--- config.mk ---
export PLATFORM = sky130hd
export DESIGN_NAME = max_power_dividing_factorial
export DESIGN_NICKNAME = d
export VERILOG_FILES = /design/src/rtl/core/mpdf_pkg.sv /design/src/rtl/core/max_power_dividing_factorial.sv /design/src/rtl/core/mpdf_div.sv /design/src/rtl/core/mpdf_datapath.sv /design/src/rtl/core/mpdf_ctrl.sv
export SDC_FILE = /design/constraint.sdc
export NUM_CORES = 1
export LEC_CHECK = 0
export BUFFER_PORTS_ARGS = -buffer_cell sky130_fd_sc_hd__buf_4
export CAP_MARGIN = 20
export CORE_UTILIZATION = 65
export CTS_BUF_LIST = sky130_fd_sc_hd__clkbuf_8
export CTS_CLUSTER_SIZE = 40
export DETAILED_ROUTE_END_ITERATION = 10
export PLACE_DENSITY = 0.84
export SLEW_MARGIN = 10
export SYNTH_ARGS = -nofsm -noshare
export SYNTH_HDL_FRONTEND = slang
export SYNTH_SLANG_ARGS = --single-unit
--- constraint.sdc ---
create_clock -name clk -period 5.1 [get_ports clk]
set_input_delay 1.275 -clock clk [delete_from_list [all_inputs] [get_ports clk]]
set_output_delay 1.275 -clock clk [all_outputs]
set_load 0.01 [all_outputs]
--- src/rtl/core/mpdf_pkg.sv ---
`timescale 1ns / 1ps
`default_nettype none
// ----------------------------------------------------------------------------
// mpdf_pkg
// Shared widths, command/status structs and the constant prime table.
// ----------------------------------------------------------------------------
package mpdf_pkg;

    localparam int unsigned DATA_W  = 10;
    localparam int unsigned ACC_W   = 11;
    localparam int unsigned LIMIT   = 1 << DATA_W;

    typedef struct packed {
        logic load;
        logic cand_step;
        logic div_start;
        logic div_sel_leg;
        logic strip_take;
        logic leg_take;
        logic ea_clear;
        logic fold;
        logic q_start;
        logic q_take;
    } mpdf_cmd_t;

    typedef struct packed {
        logic r_le1;
        logic cand_gt_r;
        logic cand_prime;
        logic div_done;
        logic rem_zero;
        logic quot_zero;
        logic ea_zero;
    } mpdf_sts_t;

    function automatic logic [LIMIT-1:0] build_prime_mask();
        logic [LIMIT-1:0] m;
        m    = '1;
        m[0] = 1'b0;
        m[1] = 1'b0;
        for (int i = 2; i * i < int'(LIMIT); i++)
        begin
            if (m[i])
            begin
                for (int j = i * i; j < int'(LIMIT); j += i)
                begin
                    m[j] = 1'b0;
                end
            end
        end
        return m;
    endfunction

    // prime flag for every DATA_W-bit candidate
    localparam logic [LIMIT-1:0] PRIME_MASK = build_prime_mask();

endpackage
`default_nettype wire

--- src/rtl/core/max_power_dividing_factorial.sv ---
`timescale 1ns / 1ps
`default_nettype none
// ----------------------------------------------------------------------------
// max_power_dividing_factorial
// Largest k with a^k dividing n!, by Legendre's formula over prime factors.
//
// channel  dir  tdata                              tuser
// s_axis   in   [9:0] n, [19:10] a                 -
// m_axis   out  [9:0] max_power                    [0] valid_res
//
// One transaction at a time. The candidate walk steps past each composite;
// each prime candidate is trial-divided into the cofactor by the 11-step
// serial divider, which also serves each strip step, each Legendre term
// and the final quotient.
// Reset returns the controller to idle; no clearing pass.
// s_axis_tready is low from acceptance until the result is taken.
// ----------------------------------------------------------------------------
module max_power_dividing_factorial
    import mpdf_pkg::*;
(
    input  wire logic        clk,
    input  wire logic        rst_n,
    input  wire logic        s_axis_tvalid,
    output logic             s_axis_tready,
    input  wire logic [23:0] s_axis_tdata,   // n, a
    output logic             m_axis_tvalid,
    input  wire logic        m_axis_tready,
    output logic [15:0]      m_axis_tdata,   // max_power
    output logic             m_axis_tuser    // valid_res
);

    mpdf_cmd_t         cmd;
    mpdf_sts_t         sts;
    logic [DATA_W-1:0] best;
    logic              found;
    logic              in_fire, out_fire;

    assign in_fire  = s_axis_tvalid && s_axis_tready;
    assign out_fire = m_axis_tvalid && m_axis_tready;

    mpdf_ctrl u_ctrl (
        .clk       (clk),
        .rst_n     (rst_n),
        .in_fire   (in_fire),
        .out_fire  (out_fire),
        .sts       (sts),
        .cmd       (cmd),
        .in_ready  (s_axis_tready),
        .out_valid (m_axis_tvalid)
    );

    mpdf_datapath u_dp (
        .clk   (clk),
        .rst_n (rst_n),
        .n     (s_axis_tdata[9:0]),
        .a     (s_axis_tdata[19:10]),
        .cmd   (cmd),
        .sts   (sts),
        .best  (best),
        .found (found)
    );

    assign m_axis_tdata = {6'd0, best};
    assign m_axis_tuser = found;

endmodule
`default_nettype wire

--- src/rtl/core/mpdf_div.sv ---
`timescale 1ns / 1ps
`default_nettype none
// ----------------------------------------------------------------------------
// mpdf_div
// Restoring divider, one quotient bit per cycle.
// ----------------------------------------------------------------------------
module mpdf_div
    import mpdf_pkg::*;
(
    input  wire logic              clk,
    input  wire logic              rst_n,
    input  wire logic              start,
    input  wire logic [ACC_W-1:0]  dividend,
    input  wire logic [ACC_W-1:0]  divisor,
    output logic                   done,
    output logic [ACC_W-1:0]       quot,
    output logic [ACC_W-1:0]       rem
);

    localparam int unsigned CNT_W = $clog2(ACC_W + 1);

    logic [ACC_W-1:0] q_reg, q_next;
    logic [ACC_W-1:0] r_reg, r_next;
    logic [ACC_W-1:0] d_reg;
    logic [CNT_W-1:0] cnt_reg, cnt_next;
    logic             busy_reg, busy_next;
    logic [ACC_W:0]   trial;

    always_comb
    begin
        q_next    = q_reg;
        r_next    = r_reg;
        cnt_next  = cnt_reg;
        busy_next = busy_reg;
        trial     = {r_reg, q_reg[ACC_W-1]};
        if (start)
        begin
            q_next    = dividend;
            r_next    = '0;
            cnt_next  = CNT_W'(ACC_W);
            busy_next = 1'b1;
        end
        else if (busy_reg)
        begin
            if (trial >= {1'b0, d_reg})
            begin
                r_next = ACC_W'(trial - {1'b0, d_reg});
                q_next = {q_reg[ACC_W-2:0], 1'b1};
            end
            else
            begin
                r_next = trial[ACC_W-1:0];
                q_next = {q_reg[ACC_W-2:0], 1'b0};
            end
            cnt_next = cnt_reg - 1'b1;
            if (cnt_reg == CNT_W'(1))
            begin
                busy_next = 1'b0;
            end
        end
    end

    always_ff @(posedge clk or negedge rst_n)
    begin
        if (!rst_n)
        begin
            busy_reg <= 1'b0;
            cnt_reg  <= '0;
        end
        else
        begin
            busy_reg <= busy_next;
            cnt_reg  <= cnt_next;
        end
    end

    always_ff @(posedge clk)
    begin
        q_reg <= q_next;
        r_reg <= r_next;
        if (start)
        begin
            d_reg <= divisor;
        end
    end

    assign done = !busy_reg;
    assign quot = q_reg;
    assign rem  = r_reg;

endmodule
`default_nettype wire

--- src/rtl/core/mpdf_datapath.sv ---
`timescale 1ns / 1ps
`default_nettype none
// ----------------------------------------------------------------------------
// mpdf_datapath
// Candidate counter, cofactor, Legendre sum and running minimum.
// ----------------------------------------------------------------------------
module mpdf_datapath
    import mpdf_pkg::*;
(
    input  wire logic              clk,
    input  wire logic              rst_n,
    input  wire logic [DATA_W-1:0] n,
    input  wire logic [DATA_W-1:0] a,
    input  wire mpdf_cmd_t         cmd,
    output mpdf_sts_t              sts,
    output logic [DATA_W-1:0]      best,
    output logic                   found
);

    logic [ACC_W-1:0] n_reg, r_reg, p_reg, t_reg, sum_reg, ea_reg, best_reg;
    logic             found_reg;
    logic [ACC_W-1:0] dvd, dvs, quot, rem;
    logic             div_done;

    always_comb
    begin
        dvd = r_reg;
        dvs = p_reg;
        if (cmd.div_sel_leg)
        begin
            dvd = t_reg;
        end
        if (cmd.q_start)
        begin
            dvd = sum_reg;
            dvs = ea_reg;
        end
    end

    mpdf_div u_div (
        .clk      (clk),
        .rst_n    (rst_n),
        .start    (cmd.div_start),
        .dividend (dvd),
        .divisor  (dvs),
        .done     (div_done),
        .quot     (quot),
        .rem      (rem)
    );

    always_ff @(posedge clk or negedge rst_n)
    begin
        if (!rst_n)
        begin
            found_reg <= 1'b0;
        end
        else if (cmd.load)
        begin
            found_reg <= 1'b0;
        end
        else if (cmd.q_take)
        begin
            found_reg <= 1'b1;
        end
    end

    always_ff @(posedge clk)
    begin
        if (cmd.load)
        begin
            n_reg <= {1'b0, n};
            r_reg <= {1'b0, a};
            p_reg <= ACC_W'(2);
        end
        if (cmd.cand_step)
        begin
            p_reg <= p_reg + 1'b1;
        end
        if (cmd.ea_clear)
        begin
            ea_reg  <= '0;
            t_reg   <= n_reg;
            sum_reg <= '0;
        end
        if (cmd.strip_take)
        begin
            r_reg  <= quot;
            ea_reg <= ea_reg + 1'b1;
        end
        if (cmd.leg_take)
        begin
            t_reg   <= quot;
            sum_reg <= sum_reg + quot;
        end
        if (cmd.q_take)
        begin
            if (!found_reg || quot < best_reg)
            begin
                best_reg <= quot;
            end
        end
    end

    assign sts.r_le1      = (r_reg <= ACC_W'(1));
    assign sts.cand_gt_r  = (p_reg > r_reg);
    assign sts.cand_prime = PRIME_MASK[p_reg[DATA_W-1:0]];
    assign sts.div_done   = div_done;
    assign sts.rem_zero   = (rem == '0);
    assign sts.quot_zero  = (quot == '0);
    assign sts.ea_zero    = (ea_reg == '0);
    assign best  = found_reg ? best_reg[DATA_W-1:0] : '0;
    assign found = found_reg;

endmodule
`default_nettype wire

--- src/rtl/core/mpdf_ctrl.sv ---
`timescale 1ns / 1ps
`default_nettype none
// ----------------------------------------------------------------------------
// mpdf_ctrl
// Sequencer: walk candidates, strip each prime, sum Legendre terms, fold.
// ----------------------------------------------------------------------------
module mpdf_ctrl
    import mpdf_pkg::*;
(
    input  wire logic clk,
    input  wire logic rst_n,
    input  wire logic in_fire,
    input  wire logic out_fire,
    input  wire mpdf_sts_t sts,
    output mpdf_cmd_t cmd,
    output logic      in_ready,
    output logic      out_valid
);

    typedef enum logic [3:0] {
        S_IDLE, S_CAND, S_STRIP, S_STRIP_W, S_LEG, S_LEG_W, S_Q_W, S_NEXT, S_OUT
    } state_t;

    state_t state_reg, state_next;

    always_comb
    begin
        cmd        = '0;
        state_next = state_reg;
        unique case (state_reg)
            S_IDLE:
            begin
                if (in_fire)
                begin
                    cmd.load   = 1'b1;
                    state_next = S_CAND;
                end
            end
            S_CAND:
            begin
                if (sts.r_le1 || sts.cand_gt_r)
                begin
                    state_next = S_OUT;
                end
                else if (!sts.cand_prime)
                begin
                    cmd.cand_step = 1'b1;
                end
                else
                begin
                    cmd.ea_clear = 1'b1;
                    state_next   = S_STRIP;
                end
            end
            S_STRIP:
            begin
                cmd.div_start = 1'b1;
                state_next    = S_STRIP_W;
            end
            S_STRIP_W:
            begin
                if (sts.div_done)
                begin
                    if (sts.rem_zero)
                    begin
                        cmd.strip_take = 1'b1;
                        state_next     = S_STRIP;
                    end
                    else if (sts.ea_zero)
                    begin
                        state_next = S_NEXT;
                    end
                    else
                    begin
                        state_next = S_LEG;
                    end
                end
            end
            S_LEG:
            begin
                cmd.div_start   = 1'b1;
                cmd.div_sel_leg = 1'b1;
                state_next      = S_LEG_W;
            end
            S_LEG_W:
            begin
                if (sts.div_done)
                begin
                    cmd.leg_take = 1'b1;
                    if (sts.quot_zero)
                    begin
                        cmd.div_start = 1'b1;
                        cmd.q_start   = 1'b1;
                        state_next    = S_Q_W;
                    end
                    else
                    begin
                        state_next = S_LEG;
                    end
                end
            end
            S_Q_W:
            begin
                if (sts.div_done)
                begin
                    cmd.q_take = 1'b1;
                    state_next = S_NEXT;
                end
            end
            S_NEXT:
            begin
                cmd.cand_step = 1'b1;
                state_next    = S_CAND;
            end
            S_OUT:
            begin
                if (out_fire)
                begin
                    state_next = S_IDLE;
                end
            end
            default:
            begin
                state_next = S_IDLE;
            end
        endcase
    end

    always_ff @(posedge clk or negedge rst_n)
    begin
        if (!rst_n)
        begin
            state_reg <= S_IDLE;
        end
        else
        begin
            state_reg <= state_next;
        end
    end

    assign in_ready  = (state_reg == S_IDLE);
    assign out_valid = (state_reg == S_OUT);

endmodule
`default_nettype wire

Yosys cells after proc, flatten, opt, wreduce, memory -nomap -nowiden
Memory sizes are Yosys's and may differ from the RTL's. A register that Yosys moved wholly into a read port is not among the register bits.
Cells that the tools add are included.
- shift operators: 0
- multipliers: 0
- equal/unequal tests: 15
- reductions and logical operators: 18
- order comparisons: 5
- mux-type cells: 56
- add/sub/neg operators: 5
- divide/modulo/power cells: 0
- bitwise gates (word level): 0
- operators by type and width (operator ; count):
    $mux W11 ; 15
    $mux W4 ; 9
    $pmux W4 S9 ; 1
    $logic_not A11 Y1 ; 3
    $mux W1 ; 24
    $add A11 B1 Y11 const B ; 2
    $mux W10 ; 2
    $eq A4 B3 Y1 const B ; 4
    $ge A12 B11 Y1 ; 1
    $reduce_bool A2 Y1 ; 6
    $add A11 B11 Y11 ; 1
    $gt A11 B11 Y1 ; 1
    $le A11 B1 Y1 const B ; 1
    $lt A10 B11 Y1 const B ; 1
    $lt A11 B11 Y1 ; 1
    $sub A11 B11 Y11 ; 1
    $eq A4 B1 Y1 const B ; 2
    $eq A4 B2 Y1 const B ; 2
    $ne A2 B2 Y1 const B ; 3
    $reduce_and A6 Y1 ; 1
    $eq A4 B4 Y1 const B ; 1
    $logic_not A4 Y1 ; 1
    $mux W2 ; 2
    $ne A2 B1 Y1 const B ; 2
    9 further kinds ; 12
- memory bits (writable): 0
- memories kept: 1
- memory bits (read-only): 1024
- bits in latches: 0
- register bits after elaboration: 119
- input bits: 28
- memories (memory ; depth ; width ; read ports ; clocked after memory_dff ; wr ports ; RTL line ; RTL):
    (name not given) ; 1024 ; 1 ; 1 ; 1 ; 0 ; mpdf_datapath.sv:106 ; assign sts.cand_prime = PRIME_MASK[p_reg[DATA_W-1:0]];

Depth between registers and ports, before layout
Gate-level depths: netlist of the first run.
- word-level depth: 7
- mapped depth: 16

By module
From an unflattened synthesis of the first run, not the netlist that was laid out.
- cell total of the unflattened synthesis: 898
- area total of the unflattened synthesis: 8673.3 um2
- by module, submodules not included (module ; times used ; area each (um2) ; cells an instance):
    mpdf_datapath ; 1 ; 5997.0 ; 625
    mpdf_div ; 1 ; 2157.1 ; 201
    mpdf_ctrl ; 1 ; 457.9 ; 63
    max_power_dividing_factorial ; 1 ; 61.3 ; 9

Worst setup path after synthesis of the first run
OpenSTA, ideal clock, no wires.
- path kind: input port to flip-flop
- from: in s_axis_tvalid
- to: reg u_ctrl.sts[4] (netlist name)
- stages: 12
- buffers on the path: 2
- arrival time: 3.126 ns
- setup time: 0.135 ns
- required time: 4.965 ns
- slack: 1.838 ns
- cell sequence: nand2_1 > buf_2 > inv_2 > buf_2 > nor2_1 > a32oi_1 > nand2_1 > and4_4 > o31ai_1 > o311ai_1 > a221oi_1 > o2111ai_1
- RTL lines (what ; RTL line ; RTL):
    start: declaration ; max_power_dividing_factorial.sv:23 ; input wire logic s_axis_tvalid,

==> flow_summary.toml, run 1 <==
[min_path]
worstHoldPathType = "reg2reg"
hold_path_depth = 2
min_to = "u_dp.u_div.rem[10]"
min_from = "u_dp.u_div.rem[10]"

[floorplan]
top_level_ports = 47
dieArea_um2 = 14100
die_y_um = 119
die_w_um = 119
fp.coreArea_um2 = 13300
placementRows = 42
start_util_pct = 66.7

[detailed_routing]
drt_pass1_iterations = 6
drc = 0
vias = 7897
routed_wirelength_um = 23700
ant_nets = 0
drt-initial-drc-count = 966
post_drt_wl_per_cell_um = 20.1
vias_per_cell = 6.71

[critical_path]
critPathKind = "reg2reg"
cp-startpoint = "u_dp.p_reg[0]"
start_kind = "flip-flop"
path_common_cell = "a21oi_1"
timing.reg2reg.setup_slack_ns = 0.83
cp.arrival_ns = 4.56
r2r_start = "u_dp.p_reg[0]"
critical_path.max_stage_delay_ns = 0.86
crit_required_ns = 5.40
crit_fanout = 12
worst_setup_path_end_kind = "flip-flop"
path_cells = "inv_1 > ha_1 > nand3b_1 > a211oi_1 > a2111o_1 > a21bo_1 > a21oi_1 > a21oi_1 > nor2_1 > a31oi_1 > a32oi_1 > a221oi_1 > o2111ai_1"
slowest_stage = "a21oi_1"
ff2ff_path_depth = 13
rr_endpoint = "u_ctrl.sts[4]"

[logic_synthesis]
ys_ff_latch = 120
syn_inst = 979
synth_area_leader_cell = "edfxtp_1"
avgSynthCellArea_um2 = 9.06
synth.top_cell.area_share_pct = 33.2
synthesis.area_um2 = 8870
ys.warnings.count = 0
async_reset_ff_share_pct = 8.33
synth_cell_types = 87
ys_seq_area_share_pct = 38.7
post_synth_main_area_contributors = "edfxtp_1 (33%), ha_1 (6.6%), nand2_1 (4.5%)"
synth_edf_count = 98
ys.flop_type = "edfxtp_1"

[clock_tree]
cts_root_buf = "clkbuf_8"
clk_pin_slew_worst_paths_ns = 0.08
htreeDepth = 4
clockBufferDepth = 2
hold_buffers = 0
cts-resized-gates = 0
clk_latency_ns = 0.45
cts_sinks = 120
cts_setup_buffers = 0
cts_made_buffers = 17
cts_tree = "done"

[cells_and_area]
nNetsFinal = 1066
n_antenna_cell = 0
area_growth_pct = 8.66
multi_input_area_um2 = 4830
layout.cells.non_filler = 1177
nFillCells = 979
seq_area_um2 = 3430
layout-drive-gt1-share_pct = 13.1

[global_route]
grt_antenna_before_repair = 0
grtUsageTotal_pct = 34.7
grt_pass1_vias = 7433
overflow = 0
grt_max_degree = 29
grt_pass1_wl_um = 38100

[timing]
clock_skew_ns = 0.0126
post-route-period-util_pct = 83.6
rsz0062_at_grt = "false"
hold_viol_final = 0
fmaxAchievable_ghz = 0.234
slew_viol_final = 0
whs_ns = 0.521
setup_viol = 0
tns_ns = 0
slew_headroom_pct = 27.4
tightest_slew_ns = 1.09
period_needed_ns = 4.27

[power_and_ir_drop]
p_per_area_nw_per_um2 = 217
sw_frac_of_total_pct = 19.6
p_seq_share_pct = 50.0
leakagePower_nw = 3.89
vdd_drop_max_v = 0.000328
p_comb_share_pct = 1.0
internal_power_mw = 1.68
clockPowerShare_pct = 49.0
power_switching_mw = 0.410

[placed_design]
gp_congestion = 0.977
dp.cells = 1145
numPortBuffers = 36
dp_hpwl_um = 16100

[run]
maxCapViolations = 0

[outcome]
status = "complete, no violations"
## worst max-delay path by stage
stage,end,slack (ns),cells after the start
after CTS,u_ctrl.sts[4],0.92,13
after detailed placement,u_ctrl.sts[4],0.97,13
after global placement,u_ctrl.sts[4],0.90,10
final,u_ctrl.sts[4],0.83,13
after floorplan,u_ctrl.sts[4],1.84,12
after global routing,u_ctrl.sts[4],0.55,13
## critical path, delay by kind of cell, from the launching register on
kind            cells  cell delay, ns
simple gates        2            0.40
flops               1            0.60
buf+inv             1            0.23
compound gates      9            2.64
fa+ha+maj           1            0.24
## cell usage after synthesis (all sizes together), types with 13 or more instances
library cell / instances
nand4: 13
mux2: 16
mux2i: 16
xnor2: 22
o21ai: 55
nor4: 14
buf: 38
inv: 70
clkbuf: 32
xor2: 15
and2: 21
ha: 47
edfxtp: 98
nand2: 108
nor2: 86
a21oi: 41
a21o: 13
o211ai: 15
nor3: 36
nand3: 20
## cell usage in the layout (no fill, tap or decap), types with 22 or more instances in the layout
cell / instances
nor2_1: 84
xnor2_1: 22
nor3_1: 31
ha_1: 47
buf_4: 55
nand2_1: 107
a21oi_1: 37
inv_1: 67
edfxtp_1: 98
o21ai_0: 52
## layout make-up
type	instances	share of cell area, %
Inverter	71	2.77
Clock inverter	14	2.39
Clock buffer	17	2.43
Multi-Input combinational cell	723	50.1
Timing Repair Buffer	56	4.40
Sequential cell	120	35.6
Tap cell	176	2.29
## kinds of logic (layout without fill, tap and decap cells)
family	after synthesis	after routing	synth area share, %
AND/OR/NAND/NOR	351	351	19.3
AO/OA/AOI/OAI	248	248	20.2
buffers and inverters	141	158	7.14
flip-flops	120	120	38.7
adder cells (fa/ha/maj)	49	49	7.08
XOR/XNOR	37	37	3.65
multiplexers	32	32	3.84
other	1	6	0.0423
## power groups by stage
stage               sequential (mW)  clock (mW)  combinational [mW]
global placement               1.07           0              0.0210
floorplan                      1.07           0             0.00890
finish                         1.05        1.03              0.0216
detailed placement             1.07           0              0.0213
global route                   1.05        1.07              0.0235
CTS                            1.05        1.03              0.0218
## per-stage QoR
stage	utilization (%)	setup slack, ns	instance area, um2	power [mW]
2_1_floorplan	-	1.84	8890	1.08
3_3_place_gp	68.8	0.904	9150	1.09
3_5_place_dp	68.9	0.965	9170	1.09
4_1_cts	72.4	0.917	9630	2.10
5_1_grt	72.5	0.548	9640	2.14
6_report	72.5	0.835	9640	2.09
## layer usage
| metal | vias up | share of wire [%] | GRT usage (%) |
|---|---|---|---|
| met3 | 58 | 11 | 6.90 |
| met5 | - | 0 | 0 |
| met1 | 3731 | 40 | 47.1 |
| li1 | 3602 | - | - |
| met2 | 506 | 47 | 54.1 |
| met4 | 0 | 2.6 | 14.8 |
Note: power is estimated with default switching activity, not from simulation.
==> run 2, diff against run 1 <==
Settings changed: CORE_UTILIZATION 65 to 58, PLACE_DENSITY 0.84 to 0.79.
Clock period 5.1 ns to 3.9 ns, I/O delays scaled along.
==> flow_summary.toml, run 2 (same netlist as run 1, synthesis figures left out) <==
[placed_design]
dp_hpwl_um = 17000
numPortBuffers = 36
place_ws_ns = 0.143
gp_congestion = 0.970

[floorplan]
die_w_um = 126
fp.coreArea_um2 = 14700
start_util_pct = 60.3
placementRows = 44
die_y_um = 126
top_level_ports = 47
dieArea_um2 = 15800

[cells_and_area]
nFillCells = 1139
nNetsFinal = 1102
n_antenna_cell = 0
multi_input_area_um2 = 4860
area_growth_pct = 12.2
layout-drive-gt1-share_pct = 16.7
mostFrequentLayoutCell = "nand2_1"
final_cell_mix = "nand2_1 (107), edfxtp_1 (98), buf_4 (87), nor2_1 (84), inv_1 (67)"
seq_area_um2 = 3430

[global_route]
grtUsageTotal_pct = 30.9
grt_pass1_wl_um = 38000
grt_pass1_vias = 7402
overflow = 0
grt_antenna_before_repair = 0
grt_max_degree = 29

[timing]
slew_viol_final = 0
slew_headroom_pct = 61.2
period_needed_ns = 3.74
clock_skew_ns = 0.0160
finalWorstSetupSlack_ns = 0.162
tightest_slew_ns = 0.582
post-route-period-util_pct = 95.8
rsz0062_at_grt = "false"
tns_ns = 0
fmaxAchievable_ghz = 0.268
hold_viol_final = 0
setup_viol = 0

[clock_tree]
clockBufferDepth = 2
clk_pin_slew_worst_paths_ns = 0.07
htreeDepth = 4
hold_buffers = 0
cts_root_buf = "clkbuf_8"
cts_tree = "done"
cts_sinks = 120
cts_made_buffers = 17
clk_latency_ns = 0.46

[critical_path]
worst_setup_path_end_kind = "flip-flop"
ff2ff_path_depth = 15
cp.arrival_ns = 4.07
rr_endpoint = "u_ctrl.sts[4]"
start_kind = "flip-flop"
r2r_start = "u_dp.r_reg[4]"
crit_required_ns = 4.23
crit_fanout = 12
cp-endpoint = "u_ctrl.sts[4]"
cp-startpoint = "u_dp.r_reg[4]"
critPathKind = "reg2reg"
timing.reg2reg.setup_slack_ns = 0.16

[detailed_routing]
drc = 1
post_drt_wl_per_cell_um = 19.2
routed_wirelength_um = 23500
drt-initial-drc-count = 892
vias = 7847
ant_nets = 0
vias_per_cell = 6.42
drt_pass1_iterations = 9

[outcome]
status = "complete, but fails checks"
violations = "DRC"

[power_and_ir_drop]
leakagePower_nw = 4.05
power_mw = 2.56
p_per_area_nw_per_um2 = 258
vdd_drop_max_v = 0.000313

[min_path]
worstHoldPathType = "in2async"

[run]
maxCapViolations = 0
==> run 2: cell types whose count changed in the layout (fill, tap and decap cells not counted), sizes merged <==
cell    previous run  this run
buf               56        92
bufinv             6         3
clkinv             7         9
inv               70        72
==> run 2: metrics by stage <==
step                hold slack [ns]  instances  utilization [%]  instance area, um2
CTS                           0.319       1219             67.3                9890
floorplan                     0.447        984                -                8890
detailed placement            0.487       1187             64.5                9480
finish                        0.330       1222             67.7                9950
global placement              0.482       1187             64.5                9480
global route                  0.316       1222             67.7                9950
==> run 2: worst min path at each step <==
stage	slack, ns	depth (start not counted)	endpoint
final	0.33	1	u_dp.u_div.cnt_reg[1]
after global routing	0.32	1	u_dp.u_div.cnt_reg[1]
after CTS	0.32	1	u_dp.u_div.cnt_reg[1]
after detailed placement	0.49	2	u_dp.u_div.rem[10]
after global placement	0.48	2	u_dp.u_div.rem[10]
after floorplan	0.45	2	u_dp.u_div.rem[10]
==> run 2: per-layer routing <==
layer | GRT usage, % | up-vias | part of all wire [%]
met1 | 42.1 | 3675 | 42
met5 | 0 | - | 0
met3 | 6.07 | 57 | 9.5
met4 | 11.4 | 0 | 2.6
li1 | - | 3694 | -
met2 | 48.9 | 421 | 46
==> run 2: where the power goes <==
part	internal [mW]	switching, mW	total [mW]	leakage (nW)
clock network	0.632	0.534	1.17	0.204
registers	1.37	0	1.37	1.02
logic	0.0181	0.0104	0.0285	2.83
==> run 2: final cells by class <==
| cell class | count | share of cell area [%] |
|---|---|---|
| clock buffers | 17 | 2.35 |
| flip-flops and latches | 120 | 34.5 |
| inverters | 71 | 2.68 |
| repair buffers | 92 | 7.48 |
| clock inverters | 15 | 1.77 |
| multi-input cells | 723 | 48.9 |
| well taps | 184 | 2.31 |
==> run 2: what timing repair did <==
action | CTS | global route
endpoints found under the setup margin | 0 | 1
resized for setup | 0 | 6
setup buffers | 0 | 3
==> run 2: critical path: stages (launching register included) <==
cell       delay [ns]
edfxtp_1         0.44
inv_1            0.11
ha_1             0.25
a21oi_1          0.14
o21ai_1          0.10
a2111o_1         0.50
a21boi_4         0.30
buf_6            0.20
or4_1            0.15
o31a_1           0.33
buf_4            0.21
nor3_1           0.05
o21ai_0          0.16
a32oi_1          0.13
a221oi_1         0.36
o2111ai_1        0.17
